==> src/rtl/iwsc_pkg.sv <==
// ----------------------------------------------------------------------------
// Interrupt and wait-state control package
// Shared types, register addresses and wait-count tables for the system
// control block and its checker.
// ----------------------------------------------------------------------------
`default_nettype none

package iwsc_pkg;

   // Item operation codes.
   typedef enum logic [1:0] {
      OP_WRITE = 2'd0,
      OP_READ  = 2'd1,
      OP_IRQ   = 2'd2,
      OP_SYNC  = 2'd3
   } op_type;

   // Power state of the system.
   typedef enum logic [1:0] {
      PS_RUN  = 2'd0,
      PS_HALT = 2'd1,
      PS_STOP = 2'd2
   } power_type;

   typedef logic [27:0] addr_type;

   // Access size codes; any code above halfword is a word access.
   localparam logic [1:0] WidthByte = 2'd0;
   localparam logic [1:0] WidthHalf = 2'd1;

   // Register byte addresses.
   localparam addr_type RegIeLo    = 28'h4000200;
   localparam addr_type RegIeHi    = 28'h4000201;
   localparam addr_type RegIfLo    = 28'h4000202;
   localparam addr_type RegIfHi    = 28'h4000203;
   localparam addr_type RegWcLo    = 28'h4000204;
   localparam addr_type RegWcHi    = 28'h4000205;
   localparam addr_type RegIme     = 28'h4000208;
   localparam addr_type RegPost    = 28'h4000300;
   localparam addr_type RegHalt    = 28'h4000301;
   localparam addr_type RegScratch = 28'h4000410;
   localparam addr_type RegMcLo    = 28'h4000800;
   localparam addr_type RegMcHi    = 28'h4000803;

   // Memory-control mirror decode.
   localparam addr_type MirrorMask  = 28'hF00FFFC;
   localparam addr_type MirrorMatch = 28'h4000800;
   localparam addr_type MirrorClear = 28'hF00FFFF;

   // Write masks and reset values.
   localparam logic [7:0]  WcHiMask     = 8'h5F;
   localparam logic [7:0]  McLoMask     = 8'h2F;
   localparam logic [7:0]  McLoReset    = 8'h20;
   localparam logic [7:0]  McHiReset    = 8'h0D;
   localparam logic [13:0] IrqWakeMask  = 14'h3080;

   // ROM regions and wait counts.
   localparam addr_type   Ws1Base      = 28'hA000000;
   localparam addr_type   Ws2Base      = 28'hC000000;
   localparam logic [4:0] SeqWaitFast  = 5'd2;
   localparam logic [4:0] Ws0SeqSlow   = 5'd3;
   localparam logic [4:0] Ws1SeqSlow   = 5'd5;
   localparam logic [4:0] Ws2SeqSlow   = 5'd9;
   localparam logic [4:0] WramWaitBase = 5'd16;

   // Non-sequential wait count for a two-bit wait-control code.
   function automatic logic [4:0] first_wait(input logic [1:0] code);
      logic [4:0] cycles;
      unique case (code)
         2'd0: cycles = 5'd5;
         2'd1: cycles = 5'd4;
         2'd2: cycles = 5'd3;
         2'd3: cycles = 5'd9;
         default: cycles = 5'd5;
      endcase
      return cycles;
   endfunction

endpackage

`default_nettype wire

==> src/rtl/interrupt_and_wait_state_control_top.sv <==
// ----------------------------------------------------------------------------
// Interrupt and wait-state control
// Pipeline: a request is registered in the input stage, its result in the
// result register. Throughput: one item per cycle unless rsp_ready stalls,
// set by the input register feeding the single decode stage and the result register.
// Reset: synchronous, clears both stages and loads all control registers
// with their reset values (memory control 0x0D000020, power state running).
// ----------------------------------------------------------------------------
`default_nettype none

module interrupt_and_wait_state_control_top
   import iwsc_pkg::*;
(
   input  wire logic        clock,
   input  wire logic        reset,
   // Request channel
   input  wire logic        req_valid,
   output logic             req_ready,
   input  wire logic [1:0]  req_op,
   input  wire logic [27:0] req_address,
   input  wire logic [1:0]  req_width,
   input  wire logic [31:0] req_write_data,
   input  wire logic [13:0] req_irq_bits,
   // Response channel
   output logic             rsp_valid,
   input  wire logic        rsp_ready,
   output logic [31:0]      rsp_read_data,
   output logic             rsp_irq_taken,
   output logic [4:0]       rsp_rom_first_wait,
   output logic [4:0]       rsp_rom_seq_wait,
   output logic [3:0]       rsp_sram_wait,
   output logic [5:0]       rsp_wram_wait,
   output logic [1:0]       rsp_halt_mode,
   output logic             rsp_prefetch_enable,
   output logic [1:0]       rsp_phi_select,
   output logic             rsp_wram_enabled,
   output logic             rsp_wram256_enabled
);

   // Input stage
   logic        in_valid_ff;
   op_type      op_ff;
   addr_type    addr_ff;
   logic [1:0]  width_ff;
   logic [31:0] wdata_ff;
   logic [13:0] irq_ff;

   // Control registers
   logic [13:0] ie_ff, ie_in;
   logic [13:0] if_ff, if_in;
   logic        me_ff, me_in;
   logic [15:0] wc_ff, wc_in;
   logic        post_ff, post_in;
   logic [7:0]  scratch_ff, scratch_in;
   logic [7:0]  mc_lo_ff, mc_lo_in;
   logic [7:0]  mc_hi_ff, mc_hi_in;
   power_type   ps_ff, ps_in;

   // Result stage
   logic        rsp_valid_ff;
   logic [31:0] read_data_ff, read_data_in;
   logic        taken_ff, taken_in;
   logic [4:0]  rom_first_ff, rom_first_in;
   logic [4:0]  rom_seq_ff, rom_seq_in;
   logic [3:0]  sram_ff, sram_in;
   logic [5:0]  wram_ff, wram_in;
   logic [1:0]  halt_ff;
   logic        prefetch_ff;
   logic [1:0]  phi_ff;
   logic        wram_en_ff;
   logic        wram256_ff;

   logic        advance;
   logic        is_word;
   logic        is_half;
   addr_type    rom_base;
   addr_type    reg_base;
   logic [3:0]  lane_en;
   addr_type    lane_addr [4];

   // Handshake: the input stage moves on when the result register is free
   // or is being emptied in the same cycle.
   assign advance   = in_valid_ff && (!rsp_valid_ff || rsp_ready);
   assign req_ready = !in_valid_ff || advance;

   // Address alignment, mirror decode and byte lane enables.
   always_comb begin
      is_word  = width_ff[1];
      is_half  = (width_ff == WidthHalf);
      rom_base = {addr_ff[27:2],
                  is_word ? 1'b0 : addr_ff[1],
                  (is_word || is_half) ? 1'b0 : addr_ff[0]};
      reg_base = rom_base;
      if ((rom_base & MirrorMask) == MirrorMatch) begin
         reg_base = rom_base & MirrorClear;
      end
      lane_en = {is_word, is_word, is_word || is_half, 1'b1};
      for (int i = 0; i < 4; i++) begin
         lane_addr[i] = {reg_base[27:2], reg_base[1:0] | 2'(i)};
      end
   end

   // Register updates for the item in the input stage.
   always_comb begin
      logic [7:0] lane_data;
      ie_in      = ie_ff;
      if_in      = if_ff;
      me_in      = me_ff;
      wc_in      = wc_ff;
      post_in    = post_ff;
      scratch_in = scratch_ff;
      mc_lo_in   = mc_lo_ff;
      mc_hi_in   = mc_hi_ff;
      ps_in      = ps_ff;
      taken_in   = 1'b0;
      lane_data  = 8'h00;
      unique case (op_ff)
         OP_WRITE: begin
            for (int i = 0; i < 4; i++) begin
               lane_data = wdata_ff[8*i +: 8];
               if (lane_en[i]) begin
                  unique case (lane_addr[i])
                     RegIeLo:    ie_in[7:0]   = lane_data;
                     RegIeHi:    ie_in[13:8]  = lane_data[5:0];
                     RegIfLo:    if_in[7:0]   = if_in[7:0] & ~lane_data;
                     RegIfHi:    if_in[13:8]  = if_in[13:8] & ~lane_data[5:0];
                     RegWcLo:    wc_in[7:0]   = lane_data;
                     RegWcHi:    wc_in[15:8]  = lane_data & WcHiMask;
                     RegIme:     me_in        = lane_data[0];
                     RegPost:    post_in      = lane_data[0];
                     RegHalt:    ps_in        = lane_data[7] ? PS_STOP : PS_HALT;
                     RegScratch: scratch_in   = lane_data;
                     RegMcLo:    mc_lo_in     = lane_data & McLoMask;
                     RegMcHi:    mc_hi_in     = lane_data;
                     default: ;
                  endcase
               end
            end
         end
         OP_READ: ;
         OP_IRQ: begin
            // In stop mode a request only wakes the system.
            if (ps_ff != PS_STOP) begin
               if_in = if_ff | irq_ff;
            end else if ((irq_ff & IrqWakeMask & ie_ff) != '0) begin
               ps_in = PS_RUN;
            end
         end
         OP_SYNC: begin
            if ((ie_ff & if_ff) != '0) begin
               ps_in    = PS_RUN;
               taken_in = me_ff;
            end
         end
         default: ;
      endcase
   end

   // Read data, one byte lane at a time.
   always_comb begin
      read_data_in = '0;
      if (op_ff == OP_READ) begin
         for (int i = 0; i < 4; i++) begin
            if (lane_en[i]) begin
               unique case (lane_addr[i])
                  RegIeLo:    read_data_in[8*i +: 8] = ie_ff[7:0];
                  RegIeHi:    read_data_in[8*i +: 8] = {2'b00, ie_ff[13:8]};
                  RegIfLo:    read_data_in[8*i +: 8] = if_ff[7:0];
                  RegIfHi:    read_data_in[8*i +: 8] = {2'b00, if_ff[13:8]};
                  RegWcLo:    read_data_in[8*i +: 8] = wc_ff[7:0];
                  RegWcHi:    read_data_in[8*i +: 8] = wc_ff[15:8];
                  RegIme:     read_data_in[8*i +: 8] = {7'b0, me_ff};
                  RegPost:    read_data_in[8*i +: 8] = {7'b0, post_ff};
                  RegScratch: read_data_in[8*i +: 8] = scratch_ff;
                  RegMcLo:    read_data_in[8*i +: 8] = mc_lo_ff;
                  RegMcHi:    read_data_in[8*i +: 8] = mc_hi_ff;
                  default:    read_data_in[8*i +: 8] = 8'h00;
               endcase
            end
         end
      end
   end

   // Wait counts from the updated wait and memory control registers.
   always_comb begin
      logic [4:0] first_cnt;
      logic [4:0] seq_cnt;
      logic [4:0] sram_cnt;
      logic [4:0] wram_cnt;
      priority if (rom_base < Ws1Base) begin
         first_cnt = first_wait(wc_in[3:2]);
         seq_cnt   = wc_in[4] ? SeqWaitFast : Ws0SeqSlow;
      end else if (rom_base < Ws2Base) begin
         first_cnt = first_wait(wc_in[6:5]);
         seq_cnt   = wc_in[7] ? SeqWaitFast : Ws1SeqSlow;
      end else begin
         first_cnt = first_wait(wc_in[9:8]);
         seq_cnt   = wc_in[10] ? SeqWaitFast : Ws2SeqSlow;
      end
      // A word is two halfword accesses, the second one sequential.
      if (is_word) begin
         first_cnt = first_cnt + seq_cnt;
         seq_cnt   = {seq_cnt[3:0], 1'b0};
      end
      // A 128K boundary always restarts a non-sequential access.
      if (rom_base[16:0] == '0) begin
         seq_cnt = first_cnt;
      end
      rom_first_in = first_cnt;
      rom_seq_in   = seq_cnt;
      sram_cnt     = first_wait(wc_in[1:0]);
      sram_in      = sram_cnt[3:0];
      wram_cnt     = WramWaitBase - {1'b0, mc_hi_in[3:0]};
      wram_in      = is_word ? {wram_cnt, 1'b0} : {1'b0, wram_cnt};
   end

   // Control state: stage valids and the system registers.
   always_ff @(posedge clock) begin
      if (reset) begin
         in_valid_ff  <= 1'b0;
         rsp_valid_ff <= 1'b0;
         ie_ff        <= '0;
         if_ff        <= '0;
         me_ff        <= 1'b0;
         wc_ff        <= '0;
         post_ff      <= 1'b0;
         scratch_ff   <= '0;
         mc_lo_ff     <= McLoReset;
         mc_hi_ff     <= McHiReset;
         ps_ff        <= PS_RUN;
      end else begin
         if (req_ready) begin
            in_valid_ff <= req_valid;
         end
         if (advance) begin
            rsp_valid_ff <= 1'b1;
            ie_ff        <= ie_in;
            if_ff        <= if_in;
            me_ff        <= me_in;
            wc_ff        <= wc_in;
            post_ff      <= post_in;
            scratch_ff   <= scratch_in;
            mc_lo_ff     <= mc_lo_in;
            mc_hi_ff     <= mc_hi_in;
            ps_ff        <= ps_in;
         end else if (rsp_ready) begin
            rsp_valid_ff <= 1'b0;
         end
      end
   end

   // Input payload register.
   always_ff @(posedge clock) begin
      if (req_valid && req_ready) begin
         op_ff    <= op_type'(req_op);
         addr_ff  <= req_address;
         width_ff <= req_width;
         wdata_ff <= req_write_data;
         irq_ff   <= req_irq_bits;
      end
   end

   // Result payload register.
   always_ff @(posedge clock) begin
      if (advance) begin
         read_data_ff <= read_data_in;
         taken_ff     <= taken_in;
         rom_first_ff <= rom_first_in;
         rom_seq_ff   <= rom_seq_in;
         sram_ff      <= sram_in;
         wram_ff      <= wram_in;
         halt_ff      <= ps_in;
         prefetch_ff  <= wc_in[14];
         phi_ff       <= wc_in[12:11];
         wram_en_ff   <= ~mc_lo_in[0];
         wram256_ff   <= mc_lo_in[5];
      end
   end

   assign rsp_valid           = rsp_valid_ff;
   assign rsp_read_data       = read_data_ff;
   assign rsp_irq_taken       = taken_ff;
   assign rsp_rom_first_wait  = rom_first_ff;
   assign rsp_rom_seq_wait    = rom_seq_ff;
   assign rsp_sram_wait       = sram_ff;
   assign rsp_wram_wait       = wram_ff;
   assign rsp_halt_mode       = halt_ff;
   assign rsp_prefetch_enable = prefetch_ff;
   assign rsp_phi_select      = phi_ff;
   assign rsp_wram_enabled    = wram_en_ff;
   assign rsp_wram256_enabled = wram256_ff;

endmodule

`default_nettype wire

==> config.mk <==
export PLATFORM = sky130hd
export DESIGN_NAME = interrupt_and_wait_state_control_top
export DESIGN_NICKNAME = d
export VERILOG_FILES = /design/src/rtl/iwsc_pkg.sv /design/src/rtl/interrupt_and_wait_state_control_top.sv
export SDC_FILE = /design/constraint.sdc
export NUM_CORES = 1
export LEC_CHECK = 0
export ABC_AREA = 0
export BUFFER_PORTS_ARGS = -buffer_cell sky130_fd_sc_hd__buf_2
export CORE_MARGIN = 2
export CORE_UTILIZATION = 48
export DETAILED_ROUTE_END_ITERATION = 8
export GPL_ROUTABILITY_DRIVEN = 0
export GPL_TIMING_DRIVEN = 1
export PLACE_DENSITY = 0.72
export SLEW_MARGIN = 20
export SYNTH_ARGS = -nofsm -noshare
export SYNTH_HDL_FRONTEND = slang
export SYNTH_SLANG_ARGS = --single-unit
==> constraint.sdc <==
create_clock -name clock -period 3.3 [get_ports clock]
set_input_delay 0.66 -clock clock [delete_from_list [all_inputs] [get_ports clock]]
set_output_delay 0.66 -clock clock [all_outputs]
set_load 0.01 [all_outputs]
=== After elaboration in Yosys (flattened, before gate mapping) ===
Cells that the tools add are included.

* Bits in registers: 212
* Bits of input ports: 82
* Word-level logic and storage cells: 186

* Add/subtract/negate cells: 2
* $lt $le $gt $ge: 2
* Eq/ne operators: 41
* Muxes and demuxes: 66
* Bitwise operators: 16
* Reduce and logical (&&, ||, !) cells: 25

{| class="wikitable"
|+ Operators with widths
! cell !! count
|-
| == test 28 x 27 -> 1 bit (second input constant) || 12
|-
| == test 27 x 26 -> 1 bit (second input constant) || 8
|-
| 2-to-1 mux 14 bit || 8
|-
| 2-to-1 mux 8 bit || 14
|-
| one-hot mux 8 bit (11 select lines) || 1
|-
| one-hot mux 5 bit (4 select lines) || 3
|-
| less-than comparator 28 bit (second input constant) || 2
|-
| == test 26 x 25 -> 1 bit (second input constant) || 2
|-
| 2-to-1 mux 6 bit || 7
|-
| one-hot mux 8 bit (4 select lines) || 1
|-
| 2-to-1 mux 5 bit || 6
|-
| AND 14 bit || 2
|-
| one-hot mux 14 bit (2 select lines) || 1
|-
| nonzero test 14 bit || 2
|-
| AND 6 bit || 4
|-
| 2-to-1 mux 24 bit || 1
|-
| inverter 6 bit || 4
|-
| one-hot mux 8 bit (3 select lines) || 1
|-
| == test 2 bit (second input constant) || 10
|-
| == test 18 x 17 -> 1 bit (second input constant) || 1
|-
| zero test 17 bit || 1
|-
| AND 8 bit || 2
|-
| 2-to-1 mux 16 bit || 1
|-
| 2-to-1 mux 2 bit || 8
|-
| 21 further kinds || 50
|}

=== Logic depth before layout (Yosys ltp) ===
* Word-level depth: 19
* Depth in mapped cells: 15
* Mapped depth without buffers: 13

=== Worst setup path before layout ===
No wires, ideal clock.

* Path type: reg-to-reg
* Start: register addr_ff[25]
* End: register rom_seq_ff[4], in the netlist rsp_rom_seq_wait[4], data pin
* Arrival time: 3.261 ns
* Setup slack: -0.221 ns
* Cell stages (with the launch flop): 15
* Path buffers: 1
* Clock period less this slack: 3.521 ns
* Path through: edfxtp_1 -> nor4b_4 -> nand4_2 -> or2_2 -> clkbuf_1 -> nor3_1 -> nor2_1 -> nor3_1 -> nor2_1 -> ha_1 -> fa_1 -> a21o_1 -> a21oi_1 -> nor2_1 -> a2bb2o_1

* Cells in the longest elaborated chain, start to end: 14

{| class="wikitable"
|+ Ends and longest elaborated chain
! element !! RTL line !! RTL
|-
| start: declaration || interrupt_and_wait_state_control_top.sv:43 || <nowiki>addr_type addr_ff;</nowiki>
|-
| start signal: assignment || interrupt_and_wait_state_control_top.sv:256 || <nowiki>addr_ff <= req_address;</nowiki>
|-
| == test 18 x 17 -> 1 bit || interrupt_and_wait_state_control_top.sv:94 || <nowiki>if ((rom_base & MirrorMask) == MirrorMatch) begin</nowiki>
|-
| 2-to-1 mux 24 bit || interrupt_and_wait_state_control_top.sv:94 ||
|-
| == test 28 x 27 -> 1 bit || interrupt_and_wait_state_control_top.sv:122 || <nowiki>unique case (lane_addr[i])</nowiki>
|-
| 2-to-1 mux 8 bit (2 in a row) || interrupt_and_wait_state_control_top.sv:122 ||
|-
| 2-to-1 mux 16 bit || interrupt_and_wait_state_control_top.sv:121 || <nowiki>if (lane_en[i]) begin</nowiki>
|-
| 2-to-1 mux 15 bit || interrupt_and_wait_state_control_top.sv:117 || <nowiki>unique case (op_ff)</nowiki>
|-
| == test 2 bit (tied with other cells) || iwsc_pkg.sv:69 || <nowiki>unique case (code)</nowiki>
|-
| one-hot mux 5 bit (4 select lines) || iwsc_pkg.sv:69 ||
|-
| 2-to-1 mux 5 bit || interrupt_and_wait_state_control_top.sv:193 || <nowiki>end else if (rom_base < Ws2Base) begin</nowiki>
|-
| 2-to-1 mux 5 bit || interrupt_and_wait_state_control_top.sv:190 || <nowiki>priority if (rom_base < Ws1Base) begin</nowiki>
|-
| adder 5 bit || interrupt_and_wait_state_control_top.sv:202 || <nowiki>first_cnt = first_cnt + seq_cnt;</nowiki>
|-
| 2-to-1 mux 5 bit (*) || interrupt_and_wait_state_control_top.sv:201 || <nowiki>if (is_word) begin</nowiki>
|-
| net rom_first_in[4] || interrupt_and_wait_state_control_top.sv:63 || <nowiki>logic [4:0] rom_first_ff, rom_first_in;</nowiki>
|-
| 2-to-1 mux 5 bit (*) || interrupt_and_wait_state_control_top.sv:206 || <nowiki>if (rom_base[16:0] == '0) begin</nowiki>
|-
| net rom_seq_in[4] || interrupt_and_wait_state_control_top.sv:64 || <nowiki>logic [4:0] rom_seq_ff, rom_seq_in;</nowiki>
|-
| end signal: assignment || interrupt_and_wait_state_control_top.sv:269 || <nowiki>rom_seq_ff <= rom_seq_in;</nowiki>
|-
| end: declaration || interrupt_and_wait_state_control_top.sv:64 ||
|}

The timed path passes the listed nets; every way through them passes the cells marked *. The select of a mux whose other input is x is not followed.
A chain may end at the register's enable or synchronous reset.

=== Worst setup path in the final report ===
* Start: register addr_ff[27]
* End: register rom_seq_ff[1], in the netlist rsp_rom_seq_wait[1], data pin

The elaborated chain is that of the path after synthesis.

==> metrics.txt <==
DR vias=a little under 9,000; initial antenna violation count=0; Die X=around 150 um; Distinct cells, synth=85; first-pass GRT wire length=roughly 46 mm; Worst R2R Setup Slack=-0.13 ns; Mapped Area=0.00987 sq mm; hold_ws=approximately 0.31 ns; Num CTS Buffers=22; slew margin rel.=between 30% and 40%; worst-margin pin slew=about 0.97 ns; Top delay family on crit path=simple AND/OR/NAND/NOR gates; worst path buffer plus inverter count=2; input/output buffers=143; Die Ht=between 100 and 150 um; CP arrival=around 3.7 ns; DR WL/cell=21.4 um; syn_area_per_cell=10.7 sq um; r2r startpoint=addr_ff[27]$_DFFE_PP_; commonest cells after routing, fill and taps aside=144 x buf_2, 138 x edfxtp_1, 113 x nand2_1, 109 x nor2_1, 92 x buf_4; ys flop type=edfxtp_1; dpl ws=-0.160 ns; Critical Path RT=3.55 ns; vias per cell=6.17; Hold Buf Count CTS=0; Total GRT Usage=27.1%; post-route ant nets=0; VDD IR max=0.467 mV; total gr overflow=0; P_leak=4.48 nW; clk sinks=roughly 210; crit-path max FO=5; Post-Syn Nets=1,006; critical path launch point type=flip-flop; Slew Viols, Final=0; Pwr Total=6.08 mW; status=finished, violations left; largest net degree at the start of global routing=79; commonest non-fill, non-tap cell in the layout=buf_2; Slowest-stage cell, CP=fa_2; PwrDens=491 mW/mm^2; initial DRC count=roughly 1,300; # rows=52; sequential area share after synthesis=a little under three fifths; H-Tree Level Count=1; Initial Utilization=48.8%; Antenna Diode Count=0; failing checks=negative setup slack; CTS tree=built; fin crit period=around 3.4 ns; die area=between 0.02 and 0.025 sq mm; vias in the first global route=8,162; Post-Syn Instances=918; CTS root buffer=clkbuf_16; routed wire length=a little over 30 mm; layout cell share with drive strength beyond 1=roughly 30%; critical path cell sequence=nor4b_4, buf_4, nand4_4, nor4_4, buf_6, nor3b_1, a31oi_1, o22ai_1, nor2_1, ha_2, fa_2, mux2_4, mux2_4; Setup crit start=addr_ff[27]$_DFFE_PP_; Worst path max stage delay=around 0.44 ns; dpl hpwl=approximately 22 mm; hold path startpoint=req_write_data[6]; area grow syn2layout=25.6%; HP Class=in -> reg; RSZ-0062 raised after global routing=yes; Peak Freq=slightly below 0.3 GHz; ys async rst share=0%; Final nets=1,223; Final WS setup=-0.131 ns; Clk pin slew, worst setup/hold paths=0.06 ns; Max Buffers Root-to-Sink=3; Remaining DRCs=0; Ys Warns=0; setup violators final=6; clk_skew=0.0266 ns; final worst-path cycle share=104%; crit end category=flip-flop; IO Pins=144; Clock Latency Late Sink=between 0.5 and 0.6 ns; Core Box Area=0.0202 sq mm; Max Cap Violations=0; FF+latch count, synth=209; DRT Pass-1 Iters=9; final hold vios=0; crit-path most repeated cell=mux2_4; Setup CP Type=reg -> reg; number of synthesized flops with an enable pin=approximately 140
==> flip-flops by register name, summed over array words and instances, names as in the netlist, 2 cells and up <==
register            count
addr_ff                28
ie_ff                  14
if_ff                  14
irq_ff                 14
mc_hi_ff                8
mc_lo_ff                5
op_ff                   2
ps_ff                   2
rsp_halt_mode           2
rsp_phi_select          2
rsp_read_data          32
rsp_rom_first_wait      5
rsp_rom_seq_wait        5
rsp_sram_wait           4
rsp_wram_wait           6
scratch_ff              8
wc_ff                  16
wdata_ff               32
width_ff                2
==> what timing repair did <==
action,4_1_cts,5_1_grt
buffers inserted,6,5
resized for setup,9,16
gates cloned,1,0
endpoints found under the setup margin,6,11
pin swaps,9,6
==> report_power, final <==
group | total (mW) | internal, mW | switching, mW
clock | 2.57 | 1.55 | 1.03
sequential | 3.00 | 2.91 | 0.0920
combinational | 0.504 | 0.209 | 0.295
==> path summary, 6_finish.rpt <==
check,endpoint,cells after the start
max reg2reg,rsp_rom_seq_wait[1]$_DFFE_PP_,13
min,wdata_ff[6]$_DFFE_PP_,1
min reg2reg,scratch_ff[6]$_SDFFE_PP0P_,2
max,rsp_rom_seq_wait[1]$_DFFE_PP_,13
==> Yosys cell counts (8+ instances only) <==
cell        n  area (sq um)
a222oi_1   18           180
nand2b_1    9          56.3
mux2i_1    22           220
nand3_1    31           155
a22oi_1    16           120
inv_1      14          52.6
nand2_1   114           428
clkbuf_1   38           143
nor3_1     19          95.1
nor3b_1     9          67.6
nor4_1      8          50.1
o22ai_1    12          75.1
o21ai_0    20           100
edfxtp_1  138          4140
nor2_1    111           417
a21oi_1    58           290
dfxtp_1    71          1420
mux2_2     10           113
a221oi_1   13           114
or2_2       8          50.1
a211oi_1    8          60.1
a31oi_1    16           100
buf_2       8          40.0
and3_1      8          50.1
==> area by class of cell <==
cell class	instances	area [sq um]
clock inverters	15	201
well taps	270	338
flip-flops and latches	209	5570
repair buffers	241	1490
multi-input cells	646	4180
clock buffers	24	558
inverters	15	56.3
fillers	1677	7850
==> stage by stage <==
stage	area [sq um]	setup TNS, ns	utilization, %	instances
after floorplan	9880	-0.0359	-	918
after global placement	11400	-0.0480	56.4	1369
after detailed placement	11400	-0.497	56.4	1369
after CTS	12300	-0.195	60.7	1415
after global routing	12400	-1.51	61.2	1420
final	12400	-0.498	61.2	1420
==> cell families (layout without fill, tap and decap cells) <==
logic type,Yosys count,after routing,share of synthesized area (%)
adders and majority gates,6,6,0.837
AOI/OAI and AO/OA,235,235,17.3
buffers and inverters,63,295,2.61
muxes,32,32,3.37
xor gates and xnor gates,4,4,0.355
and+or+nand+nor,369,369,19.1
DFF,209,209,56.4
==> metal layers <==
metal  GRT usage (%)  routed length (um)  share of wire (%)  vias up
met5               0                   0                  0        -
met4            13.4                1680                5.5        0
li1                -                   -                  -     3936
met2            39.9               12900                 42      631
met1            37.3               12000                 39     4052
met3            7.11                3840                 13      148
(Power assumes the default switching activity.)
